File: config.mk
export PLATFORM = sky130hd
export DESIGN_NAME = bfta_div
export DESIGN_NICKNAME = d
export VERILOG_FILES = /design/src/rtl/bfta_pkg.sv /design/src/rtl/bfta_div.sv
export SDC_FILE = /design/constraint.sdc
export NUM_CORES = 1
export LEC_CHECK = 0
export BUFFER_PORTS_ARGS = -buffer_cell sky130_fd_sc_hd__buf_2
export CAP_MARGIN = 20
export CORE_UTILIZATION = 40
export DETAILED_ROUTE_END_ITERATION = 7
export GPL_TIMING_DRIVEN = 0
export PLACE_DENSITY = 0.67
export SLEW_MARGIN = 20
export SYNTH_ARGS = -nofsm -noshare
export SYNTH_HDL_FRONTEND = slang
export SYNTH_SLANG_ARGS = --single-unit
File: constraint.sdc
create_clock -name i_clk -period 5.9 [get_ports i_clk]
set_input_delay 0.295 -clock i_clk [delete_from_list [all_inputs] [get_ports i_clk]]
set_output_delay 0.295 -clock i_clk [all_outputs]
set_load 0.03 [all_outputs]
File: src/rtl/bfta_pkg.sv
// shared types and constants of the best-fit tagged allocator
`timescale 1ns / 1ps
package bfta_pkg;

    localparam int TAG_W  = 20;
    localparam int REQ_W  = 24;
    localparam int SIZE_W = 32;
    localparam int PAGE_W = 24;

    localparam int DEF_MAX_BLOCKS = 256;
    localparam logic [PAGE_W-1:0] DEF_PAGE_SIZE = 24'd1000;
    localparam logic [SIZE_W-1:0] SAT32 = '1;

    typedef enum logic {
        OP_ALLOC = 1'b0,
        OP_FREE  = 1'b1
    } t_opcode;

    typedef enum logic {
        ST_DONE = 1'b0,
        ST_FULL = 1'b1
    } t_status;

    typedef struct packed {
        logic [TAG_W-1:0]  tag;
        logic [SIZE_W-1:0] size;
        logic              is_free;
    } t_entry;

    typedef struct packed {
        logic              start;
        logic [REQ_W-1:0]  dividend;
        logic [PAGE_W-1:0] divisor;
    } t_div_req;

    typedef struct packed {
        logic              done;
        logic [REQ_W-1:0]  quo;
        logic [PAGE_W-1:0] rem;
    } t_div_rsp;

endpackage

File: src/rtl/bfta_div.sv
// restoring divider for the page count, one quotient bit per cycle
`timescale 1ns / 1ps
module bfta_div
    import bfta_pkg::*;
(
    input  logic     i_clk,
    input  logic     i_rst_n,
    input  t_div_req i_req,
    output t_div_rsp o_rsp
);

    localparam int CNT_W = $clog2(REQ_W + 1);

    logic [PAGE_W:0]      r_acc;
    logic [REQ_W-1:0]     r_quo;
    logic [PAGE_W-1:0]    r_dvs;
    logic [CNT_W-1:0]     r_cnt;
    logic                 r_busy;
    logic                 r_done;
    logic [PAGE_W:0]      shifted;
    logic [PAGE_W:0]      trial;

    assign shifted = {r_acc[PAGE_W-1:0], r_quo[REQ_W-1]};
    assign trial   = shifted - {1'b0, r_dvs};

    always_ff @(posedge i_clk) begin
        if (!i_rst_n) begin
            r_busy <= 1'b0;
            r_done <= 1'b0;
            r_cnt  <= '0;
        end else begin
            r_done <= 1'b0;
            if (i_req.start) begin
                r_busy <= 1'b1;
                r_acc  <= '0;
                r_quo  <= i_req.dividend;
                r_dvs  <= i_req.divisor;
                r_cnt  <= CNT_W'(REQ_W);
            end else if (r_busy) begin
                if (!trial[PAGE_W]) begin
                    r_acc <= trial;
                    r_quo <= {r_quo[REQ_W-2:0], 1'b1};
                end else begin
                    r_acc <= shifted;
                    r_quo <= {r_quo[REQ_W-2:0], 1'b0};
                end
                r_cnt <= r_cnt - 1'b1;
                if (r_cnt == CNT_W'(1)) begin
                    r_busy <= 1'b0;
                    r_done <= 1'b1;
                end
            end
        end
    end

    assign o_rsp.done = r_done;
    assign o_rsp.quo  = r_quo;
    assign o_rsp.rem  = r_acc[PAGE_W-1:0];

`ifndef SYNTHESIS
    a_done_once: assert property (@(posedge i_clk) disable iff (!i_rst_n)
        r_done |=> !r_done)
        else $error("divider done held for two cycles");
    a_no_restart: assert property (@(posedge i_clk) disable iff (!i_rst_n)
        r_busy && r_cnt != CNT_W'(1) |=> r_busy || i_req.start)
        else $error("divider stopped early");
`endif

endmodule

==> run summary <==
Leakage power summed over all cells - 2.31 nW
Total count of max-transition violations in the final report - 0
Main flop type after synthesis - sky130_fd_sc_hd__edfxtp_1
First-pass GRT wire length - 17.7 mm
RSZ-0062 raised after global routing - false
# setup viols final - 0
Cts bufs inserted - 9
Synthesized net count - 517
Number of endpoints with negative hold slack in the final report - 0
Vert. Die Dim - 109 um
Share of power burned in registers - 38.1%
Number of vias after detailed routing - 3719
Portion of total power attributed to the clock network - 34.8%
H-tree level count - 3
Area growth, synth to finish - 22.1%
Final Util - 50.8%
Gate count of the mapped netlist - 439
Number of synthesis warnings - 0
Critical Path RT - 6.08 ns
Total Negative Setup Slacks - 0 ns
Type of origin of the critical path - flip-flop
Maximum number of pins on one net before global-route repair - 50
Post-Route Skew - 0.00837 ns
Most used standard cells in the synthesized netlist - 72 x sky130_fd_sc_hd__edfxtp_1, 56 x sky130_fd_sc_hd__a21oi_1, 41 x sky130_fd_sc_hd__o21ai_0, 37 x sky130_fd_sc_hd__inv_1, 26 x sky130_fd_sc_hd__ha_1
Violation count after the first detailed-routing iteration - 225
Synthesized area - 4590 um^2
Number of buffers between clock root and the deepest sink - 2
Clock-pin slew of the registers on the worst-case setup and hold paths - 0.06 ns
Switching Fraction - 30.9%
Crit share post-route - 58.4%
Antenna Diode Count - 0
Count of boundary I/O pins - 100
Total track usage - 19.5%
Routed vias/inst - 5.37
Crit path DAT - 3.63 ns
Share of synthesized area occupied by flip-flops and latches - 50.2%
Number of max-cap violations - 0
Post-placement worst setup slack - 2.61 ns
Largest area contributor in the synthesized netlist - sky130_fd_sc_hd__edfxtp_1
Worst Tran Pin Value - 0.961 ns
HPWL Detailed - 7.90 mm
Combinational cell fraction of total power - 27.1%
Pwr Density - 328 nW/um^2
Post-CTS Hold Buffers - 0
Number of standard-cell rows in the floorplan - 38
Register Area - 2300 um^2
Critical Path Sink Type - flip-flop
Post-synth cell types - 46
Average wire per cell in the routed design - 15.8 um
Core Area - 11000 um^2
Status - completed
Min setup slack post-route - 2.45 ns
CTS tree - yes
Number of buffers inserted by post-CTS setup repair - 0
FF+latch count, synth - 79
Smallest hold slack - 0.123 ns
Most common cell in the synthesized netlist - sky130_fd_sc_hd__edfxtp_1
Die area - 11900 um^2
Initial cell density of the core - 41.6%
Clock Sinks - 79
Antenna violations before repair - 0
Share of post-route cells with drive strength above 1 - 27.1%
Total routed wirelength - 10.9 mm
Post-Syn Area per Cell - 10.5 um^2
Headroom to the max-slew limit - 34.3%
Source-to-sink clock delay at the later pin of the worst-skew pair - 0.35 ns
Final Wtd Congestion - 0.927
Share of the synthesized area in the top cell type - 47.1%
IR Drop Worst-Case VDD - 0.182 mV
Total internal power - 1.27 mW
Number of synthesized flops with an enable pin - 72
Minimum clock period - 3.45 ns
Post-synth ARST share - 0%
Largest fanout on the critical path - 10
Buffer cell driving the clock tree root - sky130_fd_sc_hd__clkbuf_16
Net switching power figure - 568 uW
Number of global-route vias before repair - 3757
I/O Buffers - 98
Net count of the finished layout - 626
Die X-Extent - 109 um
Count of fill cells added during filler insertion - 1006
Multi-input combinational cell area - 2060 um^2
Highest achievable clock rate - 0.290 GHz
Residual DRC count - 0
Number of gates resized after CTS - 0
Hold crit path type - in -> reg
Top area cells in the synthesized netlist - sky130_fd_sc_hd__edfxtp_1 47%, sky130_fd_sc_hd__ha_1 7.1%, sky130_fd_sc_hd__a21oi_1 6.1%
Remaining antenna violation count after routing - 0
Number of iterations in the first detailed-routing pass - 5
Pwr Total - 1.84 mW
Start-to-end type of the worst setup path - reg -> reg
Total grt overflow - 0
==> metal layers <==
metal,up-vias,share of wire (%),track usage (%),wire (um)
met5,-,0,0,0
met4,0,1.9,7.92,208
met3,15,7.7,4.72,840
met2,146,47,32.4,5080
met1,1730,44,24.3,4790
li1,1828,-,-,-
==> power groups by stage <==
| stage | registers [mW] | clock network [mW] | logic [mW] |
|---|---|---|---|
| CTS | 0.702 | 0.646 | 0.497 |
| finish | 0.701 | 0.640 | 0.498 |
| global route | 0.707 | 0.671 | 0.552 |
| floorplan | 0.767 | 0 | 0.308 |
| global placement | 0.712 | 0 | 0.485 |
| detailed placement | 0.713 | 0 | 0.493 |
==> layout make-up <==
class,instances,area share (%)
Timing Repair Buffer,98,8.76
Multi-Input combinational cell,302,36.8
Clock inverter,6,1.97
Buffer,21,1.70
Tap cell,140,3.13
Sequential cell,79,41.1
Clock buffer,10,4.09
Inverter,37,2.48
==> kinds of logic (layout without fill, tap and decap cells) <==
group	after synthesis	after routing	synth area share (%)
flip-flops	79	79	50.2
XOR/XNOR	20	20	3.82
AO/OA/AOI/OAI	132	132	16.5
adder cells (fa/ha/maj)	27	27	7.52
buffers and inverters	58	172	5.10
multiplexers	23	23	5.64
AND/OR/NAND/NOR	100	100	11.2
==> critical path: stages, from the launching register on <==
cell                       delay [ns]
sky130_fd_sc_hd__edfxtp_1        0.37
sky130_fd_sc_hd__inv_1           0.05
sky130_fd_sc_hd__ha_1            0.21
sky130_fd_sc_hd__fa_1            0.39
sky130_fd_sc_hd__nand2b_1        0.20
sky130_fd_sc_hd__a21oi_1         0.24
sky130_fd_sc_hd__o21ai_1         0.11
sky130_fd_sc_hd__nand2_1         0.13
sky130_fd_sc_hd__nor2_1          0.11
sky130_fd_sc_hd__nor3_2          0.61
sky130_fd_sc_hd__clkbuf_1        0.47
sky130_fd_sc_hd__o21ai_0         0.20
sky130_fd_sc_hd__a21oi_1         0.19
==> final timing paths <==
path | startpoint | to | slack (ns) | depth (start not counted)
setup reg to reg | r_quo[23] | r_acc[13] | 2.45 | 12
setup / recovery | r_quo[23] | r_acc[13] | 2.45 | 12
hold reg to reg | r_cnt[1] | r_cnt[1] | 0.53 | 2
hold / removal | i_req[1] | r_dvs[1] | 0.12 | 1
==> registers in the layout, indices dropped and copies added (netlist names) <==
| signal | count |
|---|---|
| r_acc | 24 |
| r_dvs | 24 |
| r_quo | 24 |
| r_cnt | 5 |
| r_busy | 1 |
| r_done | 1 |
==> through the flow <==
step,cell area (um^2),cells
floorplan,4590,439
global placement,5260,677
detailed placement,5260,677
CTS,5600,693
global route,5600,693
finish,5600,693
==> layout by cell type (no fill, tap or decap), types with 2 or more instances in the layout <==
master and n:
sky130_fd_sc_hd__o21ai_0 41, sky130_fd_sc_hd__xor2_1 7, sky130_fd_sc_hd__o21bai_1 3, sky130_fd_sc_hd__nor4b_1 2, sky130_fd_sc_hd__a21boi_0 3, sky130_fd_sc_hd__and2_1 3
sky130_fd_sc_hd__mux2_2 23, sky130_fd_sc_hd__clkinvlp_4 2, sky130_fd_sc_hd__a21oi_1 56, sky130_fd_sc_hd__a21o_1 5, sky130_fd_sc_hd__nand4_1 7, sky130_fd_sc_hd__ha_1 26
sky130_fd_sc_hd__nand2b_1 8, sky130_fd_sc_hd__nor3_1 3, sky130_fd_sc_hd__bufinv_16 3, sky130_fd_sc_hd__clkbuf_1 13, sky130_fd_sc_hd__a211oi_1 3, sky130_fd_sc_hd__nand3_1 22
sky130_fd_sc_hd__nand2_1 23, sky130_fd_sc_hd__nor4_1 2, sky130_fd_sc_hd__a31oi_1 2, sky130_fd_sc_hd__buf_4 2, sky130_fd_sc_hd__o2111ai_1 2, sky130_fd_sc_hd__edfxtp_1 72
sky130_fd_sc_hd__buf_2 104, sky130_fd_sc_hd__nor3b_1 2, sky130_fd_sc_hd__clkbuf_16 9, sky130_fd_sc_hd__nor2b_1 4, sky130_fd_sc_hd__o31ai_1 2, sky130_fd_sc_hd__a21oi_2 2
sky130_fd_sc_hd__or3_1 3, sky130_fd_sc_hd__xnor2_1 13, sky130_fd_sc_hd__nor2_1 17, sky130_fd_sc_hd__o211ai_1 2, sky130_fd_sc_hd__o21a_1 4, sky130_fd_sc_hd__inv_1 36
sky130_fd_sc_hd__dfxtp_1 7
Note: power is estimated with default switching activity, not from simulation.
