===== config.mk =====
export PLATFORM = sky130hd
export DESIGN_NAME = bfta_ram
export DESIGN_NICKNAME = d
export VERILOG_FILES = /design/src/rtl/bfta_ram.sv
export SDC_FILE = /design/constraint.sdc
export NUM_CORES = 1
export LEC_CHECK = 0
export ABC_CLOCK_PERIOD_IN_PS = 1410
export BUFFER_PORTS_ARGS = -buffer_cell sky130_fd_sc_hd__clkbuf_2
export CORE_MARGIN = 2
export CORE_UTILIZATION = 54
export CTS_CLUSTER_SIZE = 14
export DETAILED_ROUTE_END_ITERATION = 8
export PLACE_DENSITY = 0.77
export REMOVE_ABC_BUFFERS = 1
export SLEW_MARGIN = 40
export SYNTH_ARGS = -nofsm -noshare
export SYNTH_HDL_FRONTEND = slang
export SYNTH_SLANG_ARGS = --single-unit

===== constraint.sdc =====
create_clock -name i_clk -period 1.41 [get_ports i_clk]
set_input_delay 0 -clock i_clk [delete_from_list [all_inputs] [get_ports i_clk]]
set_output_delay 0 -clock i_clk [all_outputs]
set_load 0.02 [all_outputs]

===== src/rtl/bfta_ram.sv =====
// generic single-write, single-read ram with registered read data
`timescale 1ns / 1ps
module bfta_ram #(
    parameter int WIDTH = 8,
    parameter int DEPTH = 16,
    localparam int AW = (DEPTH > 1) ? $clog2(DEPTH) : 1
) (
    input  logic             i_clk,
    input  logic             i_we,
    input  logic [AW-1:0]    i_waddr,
    input  logic [WIDTH-1:0] i_wdata,
    input  logic [AW-1:0]    i_raddr,
    output logic [WIDTH-1:0] o_rdata
);

    logic [WIDTH-1:0] r_mem [DEPTH];
    logic [WIDTH-1:0] r_rdata;

    always_ff @(posedge i_clk) begin
        if (i_we) begin
            r_mem[i_waddr] <= i_wdata;
        end
        r_rdata <= r_mem[i_raddr];
    end

    assign o_rdata = r_rdata;

endmodule


==> impl_metrics.ini, run 1 <==
[power_and_ir_drop]
p_int_uw = 7740
max-vdd-ir-drop_v = 0.000872
clock_power_share = 0.475
power_frac_comb = 0.049
p_per_area_nw_per_um2 = 1530
switching_share = 0.191
p_leak_uw = 0.00214
power_frac_seq = 0.476
power.net_switching_uw = 1820

[yosys]
netlist_area_um2 = 5150
ys_seq_area_frac = 0.778
async_reset_ff_frac = 0
synth_flop_cell = edfxtp_1
synth_cells = 229
syn_area_per_cell_um2 = 22.5
synth_cell_types = 19
ys_warn_count = 0
yosys.area.top_type = edfxtp_1
yosysMostFrequentCell = edfxtp_1
synthTopCellsByArea = edfxtp_1 75%, mux4_2 7.9%, mux4_1 7.1%, dfxtp_1 3.1%, a22oi_1 2.3%
synth_common_cells = 128 x edfxtp_1, 18 x mux4_2, 16 x a22oi_1
synth.top_cell.area_share = 0.747
ys_ff_latch = 136
synth_edf_count = 128

[floorplanning]
floorplan.die_area_um2 = 10300
die_h_um = 102
rows = 35
coreArea_um2 = 9240
start_util = 0.557
pin_count = 26
dieWidth_um = 102

[critical_path]
startpoint_type = flop
path_buf_inv = 0
cp.required_ns = 1.79
crit_chain = mux4_1 -> a22oi_2 -> nand2_1
worst-setup-path-type = reg2reg
crit_arrival_ns = 1.73
cp_max_fo = 1
slowest_stage = mux4_1
critical-path-top-delay-family = multiplexers
max_stage_delay_ns = 0.55
critPathCaptureType = flop

[status]
status = completed

[sta]
period_share = 0.960
final-max-slew-violation-count = 0
period_needed_ns = 1.35
fin_worst_skew_ns = 0.00897
max_freq_mhz = 739
finalSetupViolations = 0
maxSlewHeadroom = 0.699
worst_pin_slew_ns = 0.451
rsz0062_at_grt = false
hold_viol_final = 0
worst_slack_ns = 0.0562

[route]
drt_iter0_drc = 124
ant_nets = 0
drc = 0
vias = 2465
post_drt_via_cell_ratio = 5.67
wl_um = 9500
routedWlPerCell_um = 21.8
first_pass_iters = 5

[grt]
grt_pass1_wl_um = 14600
grt_start_max_net_pins = 25
antenna_found_initial = 0
grt_pass1_vias = 2642
grt_usage = 0.204
grt_overflow_total = 0

[clock_network]
htreeDepth = 4
cts_root_buffer = clkbuf_8
cts_sinks = 136
cts_tree = done
cts_buffers = 17
clockBufferDepth = 2
clkTransAtPathRegs_ns = 0.06
insertion_delay_ns = 0.50

[placed_design]
portBuffers = 25
dp_slack_ns = -0.0275
hpwl_um = 5880
place_congestion = 0.829

[finish]
final_layout_size_suffix_gt1_frac = 0.314
nNetsFinal = 311
insertedDiodeCount = 0
fin_util = 0.676
syn2layout_area_growth_pct = 21.4

[run]
drv_cap = 0

[min_path]
hold_class = in2reg
## power groups by stage
stage	clock network, µW	registers (µW)	logic, µW
global placement	0	4630	432
global route	4810	4560	506
floorplan	0	4660	181
finish	4550	4550	466
detailed placement	0	4630	446
CTS	4620	4550	470
## kinds of logic after synthesis
group / share of synthesized area
mux: 0.150
simple gates: 0.0318
buf+inv: 0.0168
flops: 0.778
compound gates: 0.0233
## repair_timing
action	CTS	global route
endpoints found under the hold margin	128	0
hold buffers	8	0
gates resized for setup	0	2
buffers inserted	0	0
setup endpoints to repair	0	2
## cells in the final DEF (no fill, tap or decap), types with 8 or more instances in the layout
master	Yosys	routed
mux4_1	14	14
mux4_2	18	18
clkbuf_2	0	25
dlygate4sd3_1	0	8
nor2_1	13	13
edfxtp_1	128	128
buf_4	1	20
nand2_1	9	9
dfxtp_1	8	8
clkbuf_16	0	16
a22oi_1	16	14
## tightest hold or removal path, cell delays in order
cell,delay (ns)
clkbuf_2,0.14
nor3_1,0.06
buf_4,0.18
## metal layers
| layer | wire (µm) | part of all wire | global-route usage |
|---|---|---|---|
| met4 | 126 | 0.013 | 0.0717 |
| met2 | 4830 | 0.51 | 0.327 |
| met1 | 4090 | 0.43 | 0.274 |
| met5 | 0 | 0 | 0 |
| met3 | 447 | 0.047 | 0.0552 |
## layout make-up
cell class | instances | area (µm²)
timing repair buffer | 55 | 395
tap | 129 | 161
multi-input combinational | 83 | 1070
clock inverter | 15 | 208
sequential | 136 | 4000
clock buffer | 17 | 414
fill | 595 | 2990
## per-stage QoR
step                      hold slack [ns]  cells  cell area (µm²)  total power (µW)  TNS (ns)
after floorplan                    0.0989    219             5060              4840    -0.663
after global placement              0.410    395             5540              5060         0
after detailed placement            0.416    395             5540              5080   -0.0461
after CTS                          0.0422    435             6240              9650         0
after global routing               0.0592    435             6250              9870         0
final                              0.0673    435             6250              9560         0
## flip-flops by register name, summed over array words and instances (netlist names)
signal   cells
o_rdata      8
r_mem      128
## path summary, 6_finish.rpt
check	to	slack, ns	cells past startpoint	startpoint
max reg2reg	o_rdata[4]$_DFF_P_	0.06	3	r_mem[9][4]$_DFFE_PP_
min reg2reg	o_rdata[5]$_DFF_P_	0.68	3	r_mem[8][5]$_DFFE_PP_
max	o_rdata[4]$_DFF_P_	0.06	3	r_mem[9][4]$_DFFE_PP_
min	r_mem[12][0]$_DFFE_PP_	0.07	3	i_waddr[0]
No activity file was read; power rests on OpenSTA's default activity.
==> run 2, diff against run 1 <==
--- a/config.mk
+++ b/config.mk
@@ -5,7 +5,7 @@
 export SDC_FILE = /design/constraint.sdc
 export NUM_CORES = 1
 export LEC_CHECK = 0
-export ABC_CLOCK_PERIOD_IN_PS = 1410
+export ABC_CLOCK_PERIOD_IN_PS = 1120
 export BUFFER_PORTS_ARGS = -buffer_cell sky130_fd_sc_hd__clkbuf_2
 export CORE_MARGIN = 2
 export CORE_UTILIZATION = 54
==> constraint.sdc (replaced) <==
create_clock -name i_clk -period 1.12 [get_ports i_clk]
set_input_delay 0 -clock i_clk [delete_from_list [all_inputs] [get_ports i_clk]]
set_output_delay 0 -clock i_clk [all_outputs]
set_load 0.02 [all_outputs]
==> run 2 against run 1 <==
Net effect: count of clock-buffer cells in the layout grew 2; critical path type unchanged; setup slack worse by 0.21 ns; core utilization increased by 0.14 points; routed wire length rose by 2.0%; highest routed layer unchanged; design area rose by 0.20%; global-route usage is 0.26 points higher; clock skew is 0.0014 ns lower; via count up 1.7%; the flow now finishes with violations (setup timing); hold slack lost 0.010 ns.
==> impl_metrics.ini, run 2 (synthesis gave the netlist of run 1 again) <==
[finish]
final_cell_mix = 128 x edfxtp_1, 31 x mux4_2, 25 x clkbuf_2
finalNonFillerCells = 439
nNetsFinal = 315
largest_reg_flops = 128
syn2layout_area_growth_pct = 21.7
seq_area_um2 = 4000
final.fill_count = 595
multi_input_area_um2 = 1080
insertedDiodeCount = 0
final_layout_size_suffix_gt1_frac = 0.410
regMostFlops = r_mem
final_common_cell = edfxtp_1

[status]
failed_checks = setup timing
status = complete, but fails checks

[route]
drc = 0
vias = 2507
drt_iter0_drc = 171
routedWlPerCell_um = 22.1
wl_um = 9690
post_drt_via_cell_ratio = 5.71
first_pass_iters = 5
ant_nets = 0

[placed_design]
dp_slack_ns = -0.292
hpwl_um = 6030
portBuffers = 25
place_congestion = 0.815
dpl.cell_count = 399

[clock_network]
clkTransAtPathRegs_ns = 0.06
insertion_delay_ns = 0.51
cts_sinks = 136
cts_tree = done
htreeDepth = 4
clockBufferDepth = 2
cts_buffers = 17
post_cts_buffers = 0
cts_root_buffer = clkbuf_8

[sta]
period_needed_ns = 1.28
max_freq_mhz = 783
final-max-slew-violation-count = 0
maxSlewHeadroom = 0.392
tns_ns = -0.908
period_share = 1.14
worst_pin_slew_ns = 0.908
fin_worst_skew_ns = 0.00760
worst_slack_ns = -0.158
rsz0062_at_grt = true
hold_viol_final = 0
finalSetupViolations = 8

[floorplanning]
dieWidth_um = 102
start_util = 0.557
die_h_um = 102
coreArea_um2 = 9240
pin_count = 26
rows = 35
floorplan.die_area_um2 = 10300

[critical_path]
max_stage_delay_ns = 0.49
startpoint_type = flop
critPathCaptureType = flop
cp.required_ns = 1.51
worst-setup-path-type = reg2reg
crit_arrival_ns = 1.67
slowest_stage = mux4_2
r2r_slack_ns = -0.16
cp_max_fo = 1
crit_chain = mux4_2 -> a22oi_2 -> nand2_1

[power_and_ir_drop]
fin_total_pwr_uw = 11900
p_leak_uw = 0.00211
p_per_area_nw_per_um2 = 1890
max-vdd-ir-drop_v = 0.000996

[run]
drv_cap = 0

[grt]
antenna_found_initial = 0
grt_usage = 0.207
grt_start_max_net_pins = 24
grt_overflow_total = 0
grt_pass1_wl_um = 14900
grt_pass1_vias = 2650

[min_path]
hold_class = in2reg
==> run 2: changes by cell type in the layout (fill, tap and decap cells not counted), sizes merged <==
cell,change
buf,+4
bufinv,-2
clkbuf,+2
clkinvlp,-2
clkinv,+1
inv,+1
==> run 2: stage by stage <==
step            util  hold WS [ns]  instance area (µm²)
2_1_floorplan      -        0.0989                 5060
3_3_place_gp   0.603         0.408                 5570
3_5_place_dp   0.603         0.417                 5570
4_1_cts        0.676        0.0341                 6240
5_1_grt        0.678        0.0663                 6260
6_report       0.678        0.0571                 6260
==> run 2: worst paths after layout <==
kind | end | start | depth (start not counted)
setup / recovery | o_rdata[1]$_DFF_P_ | r_mem[10][1]$_DFFE_PP_ | 3
setup reg to reg | o_rdata[1]$_DFF_P_ | r_mem[10][1]$_DFFE_PP_ | 3
hold reg to reg | o_rdata[2]$_DFF_P_ | r_mem[5][2]$_DFFE_PP_ | 3
hold / removal | r_mem[0][0]$_DFFE_PP_ | i_waddr[0] | 3
==> run 2: cell type report <==
class                           count  share of cell area
Sequential cell                   136               0.639
Clock buffer                       19              0.0673
Clock inverter                     13              0.0278
Tap cell                          129              0.0258
Timing Repair Buffer               59              0.0679
Multi-Input combinational cell     83               0.172
==> run 2: layer usage <==
layer / routed length (µm) / vias to the layer above / GRT usage / part of all wire
li1: - / 1104 / - / -
met1: 4050 / 1295 / 0.283 / 0.42
met2: 4890 / 100 / 0.313 / 0.50
met3: 663 / 8 / 0.0690 / 0.068
met4: 86 / 0 / 0.0800 / 0.0089
met5: 0 / - / 0 / 0
==> run 2: power breakdown <==
group / total, µW / switching, µW / internal [µW] / leakage [µW]
clock network: 5480 / 2070 / 3410 / 0.000279
logic: 637 / 355 / 282 / 0.000603
registers: 5730 / 38.7 / 5690 / 0.00122
==> run 2: critical path, delay by kind of cell (launching register included) <==
kind            cells  cell delay [ns]
simple gates        1             0.10
compound gates      1             0.20
flops               1             0.37
mux                 1             0.49
==> run 2: repair_timing <==
item,CTS,global route
setup endpoints to repair,8,8
resized for setup,16,10
endpoints found under the hold margin,128,0
gates cloned,0,0
hold buffers,8,0
pin swaps,7,6
==> run 3, diff against run 2 <==
==> constraint.sdc (replaced) <==
create_clock -name i_clk -period 1.12 [get_ports i_clk]
set_input_delay 0.224 -clock i_clk [delete_from_list [all_inputs] [get_ports i_clk]]
set_output_delay 0.224 -clock i_clk [all_outputs]
set_load 0.02 [all_outputs]
==> run 3 against run 2 <==
Net effect: the flow still finishes with violations (setup timing); maximum frequency decreased by 0.17%; largest cell class unchanged; setup slack lost 0.0022 ns; hold slack gained 0.065 ns; power is 3.6% higher; count of clock-buffer cells in the layout down 2; combinational power increased by 7.1%; die area unchanged; register-to-register slack barely moved; non-clock buffer count down 8; first-iteration DRC count rose by 3.5%.
==> impl_metrics.ini, run 3 (synthesis gave the netlist of run 1 again) <==
[floorplanning]
die_h_um = 102
start_util = 0.557
coreArea_um2 = 9240
rows = 35
dieWidth_um = 102
pin_count = 26
floorplan.die_area_um2 = 10300

[sta]
holdWs_ns = 0.122
worst_pin_slew_ns = 0.939
hold_viol_final = 0
worst_slack_ns = -0.160
final-max-slew-violation-count = 0
finalSetupViolations = 16
rsz0062_at_grt = true
max_freq_mhz = 781
tns_ns = -1.69
maxSlewHeadroom = 0.371
fin_worst_skew_ns = 0.00984
period_share = 1.14
period_needed_ns = 1.28

[power_and_ir_drop]
p_per_area_nw_per_um2 = 1950
p_leak_uw = 0.00212
max-vdd-ir-drop_v = 0.00132

[placed_design]
dp_slack_ns = -0.537
dpl-instance-area_um2 = 5570
place_congestion = 0.815
portBuffers = 25
hpwl_um = 6210

[grt]
grt_overflow_total = 0
grt_pass1_wl_um = 15200
grt_start_max_net_pins = 24
antenna_found_initial = 0
grt_pass1_vias = 2647
grt_usage = 0.214

[critical_path]
critPathCaptureType = flop
cp.required_ns = 1.52
crit_arrival_ns = 1.68
cp_max_fo = 1
startpoint_type = flop
worst-setup-path-type = reg2reg

[route]
wl_um = 10100
drc = 0
post_drt_via_cell_ratio = 5.87
vias = 2522
routedWlPerCell_um = 23.4
ant_nets = 0
drt_iter0_drc = 177
first_pass_iters = 4

[finish]
syn2layout_area_growth_pct = 22.3
regMostFlops = r_mem
stdcell_area_um2 = 6290
fin_util = 0.681
final_common_cell = edfxtp_1
final_layout_size_suffix_gt1_frac = 0.442
largest_reg_flops = 128
final_cell_mix = 128 x edfxtp_1, 31 x mux4_2, 24 x buf_4
insertedDiodeCount = 0
final.fill_count = 599
nNetsFinal = 307

[min_path]
hold_class = in2reg

[clock_network]
cts_root_buffer = clkbuf_8
cts_sinks = 136
clkTransAtPathRegs_ns = 0.06
cts_buffers = 17
htreeDepth = 4
clockBufferDepth = 2
cts_tree = done
insertion_delay_ns = 0.52

[status]
status = complete, but fails checks
failed_checks = setup timing

[run]
drv_cap = 0
[run 3: path summary, 6_finish.rpt]
check                            to  cells past startpoint                   start  slack, ns
max              o_rdata[6]$_DFF_P_                      3  r_mem[11][6]$_DFFE_PP_      -0.16
min          r_mem[14][4]$_DFFE_PP_                      1              i_wdata[4]       0.12
max reg2reg      o_rdata[6]$_DFF_P_                      3  r_mem[11][6]$_DFFE_PP_      -0.16
min reg2reg      o_rdata[4]$_DFF_P_                      3   r_mem[6][4]$_DFFE_PP_       0.69
[run 3: final cells by class]
| cell class | count | area [µm²] | area share |
|---|---|---|---|
| sequential | 136 | 4010 | 0.637 |
| multi-input combinational | 83 | 1080 | 0.171 |
| timing repair buffer | 51 | 424 | 0.0674 |
| clock buffer | 17 | 414 | 0.0658 |
| clock inverter | 14 | 206 | 0.0328 |
| tap | 129 | 161 | 0.0256 |
[run 3: power by group]
part / switching, µW / total (µW) / internal [µW]
Clock: 2040 / 5840 / 3810
Sequential: 53.9 / 5750 / 5700
Combinational: 357 / 682 / 325
[run 3: repair_timing]
| item | CTS | global route |
|---|---|---|
| endpoints found under the hold margin | 0 | 0 |
| resized for setup | 42 | 14 |
| pin swaps | 8 | 6 |
| hold buffers | 0 | 0 |
| setup buffers | 0 | 0 |
| cloned | 0 | 0 |
| setup endpoints to repair | 16 | 16 |
[run 3: stage by stage]
stage	power [µW]	instances
after floorplan	6090	219
after global placement	6380	399
after detailed placement	6410	399
after CTS	12300	430
after global routing	12600	430
final	12300	430
[run 3: metal layers]
layer	global-route usage	wire length, µm
met1	0.283	4170
met2	0.329	5160
met3	0.0787	620
met4	0.0832	125
met5	0	0
[run 3: critical path, cell delays in order, from the launching register on]
cell,delay (ns)
edfxtp_1,0.36
mux4_2,0.49
a22oi_2,0.22
nand2_1,0.09
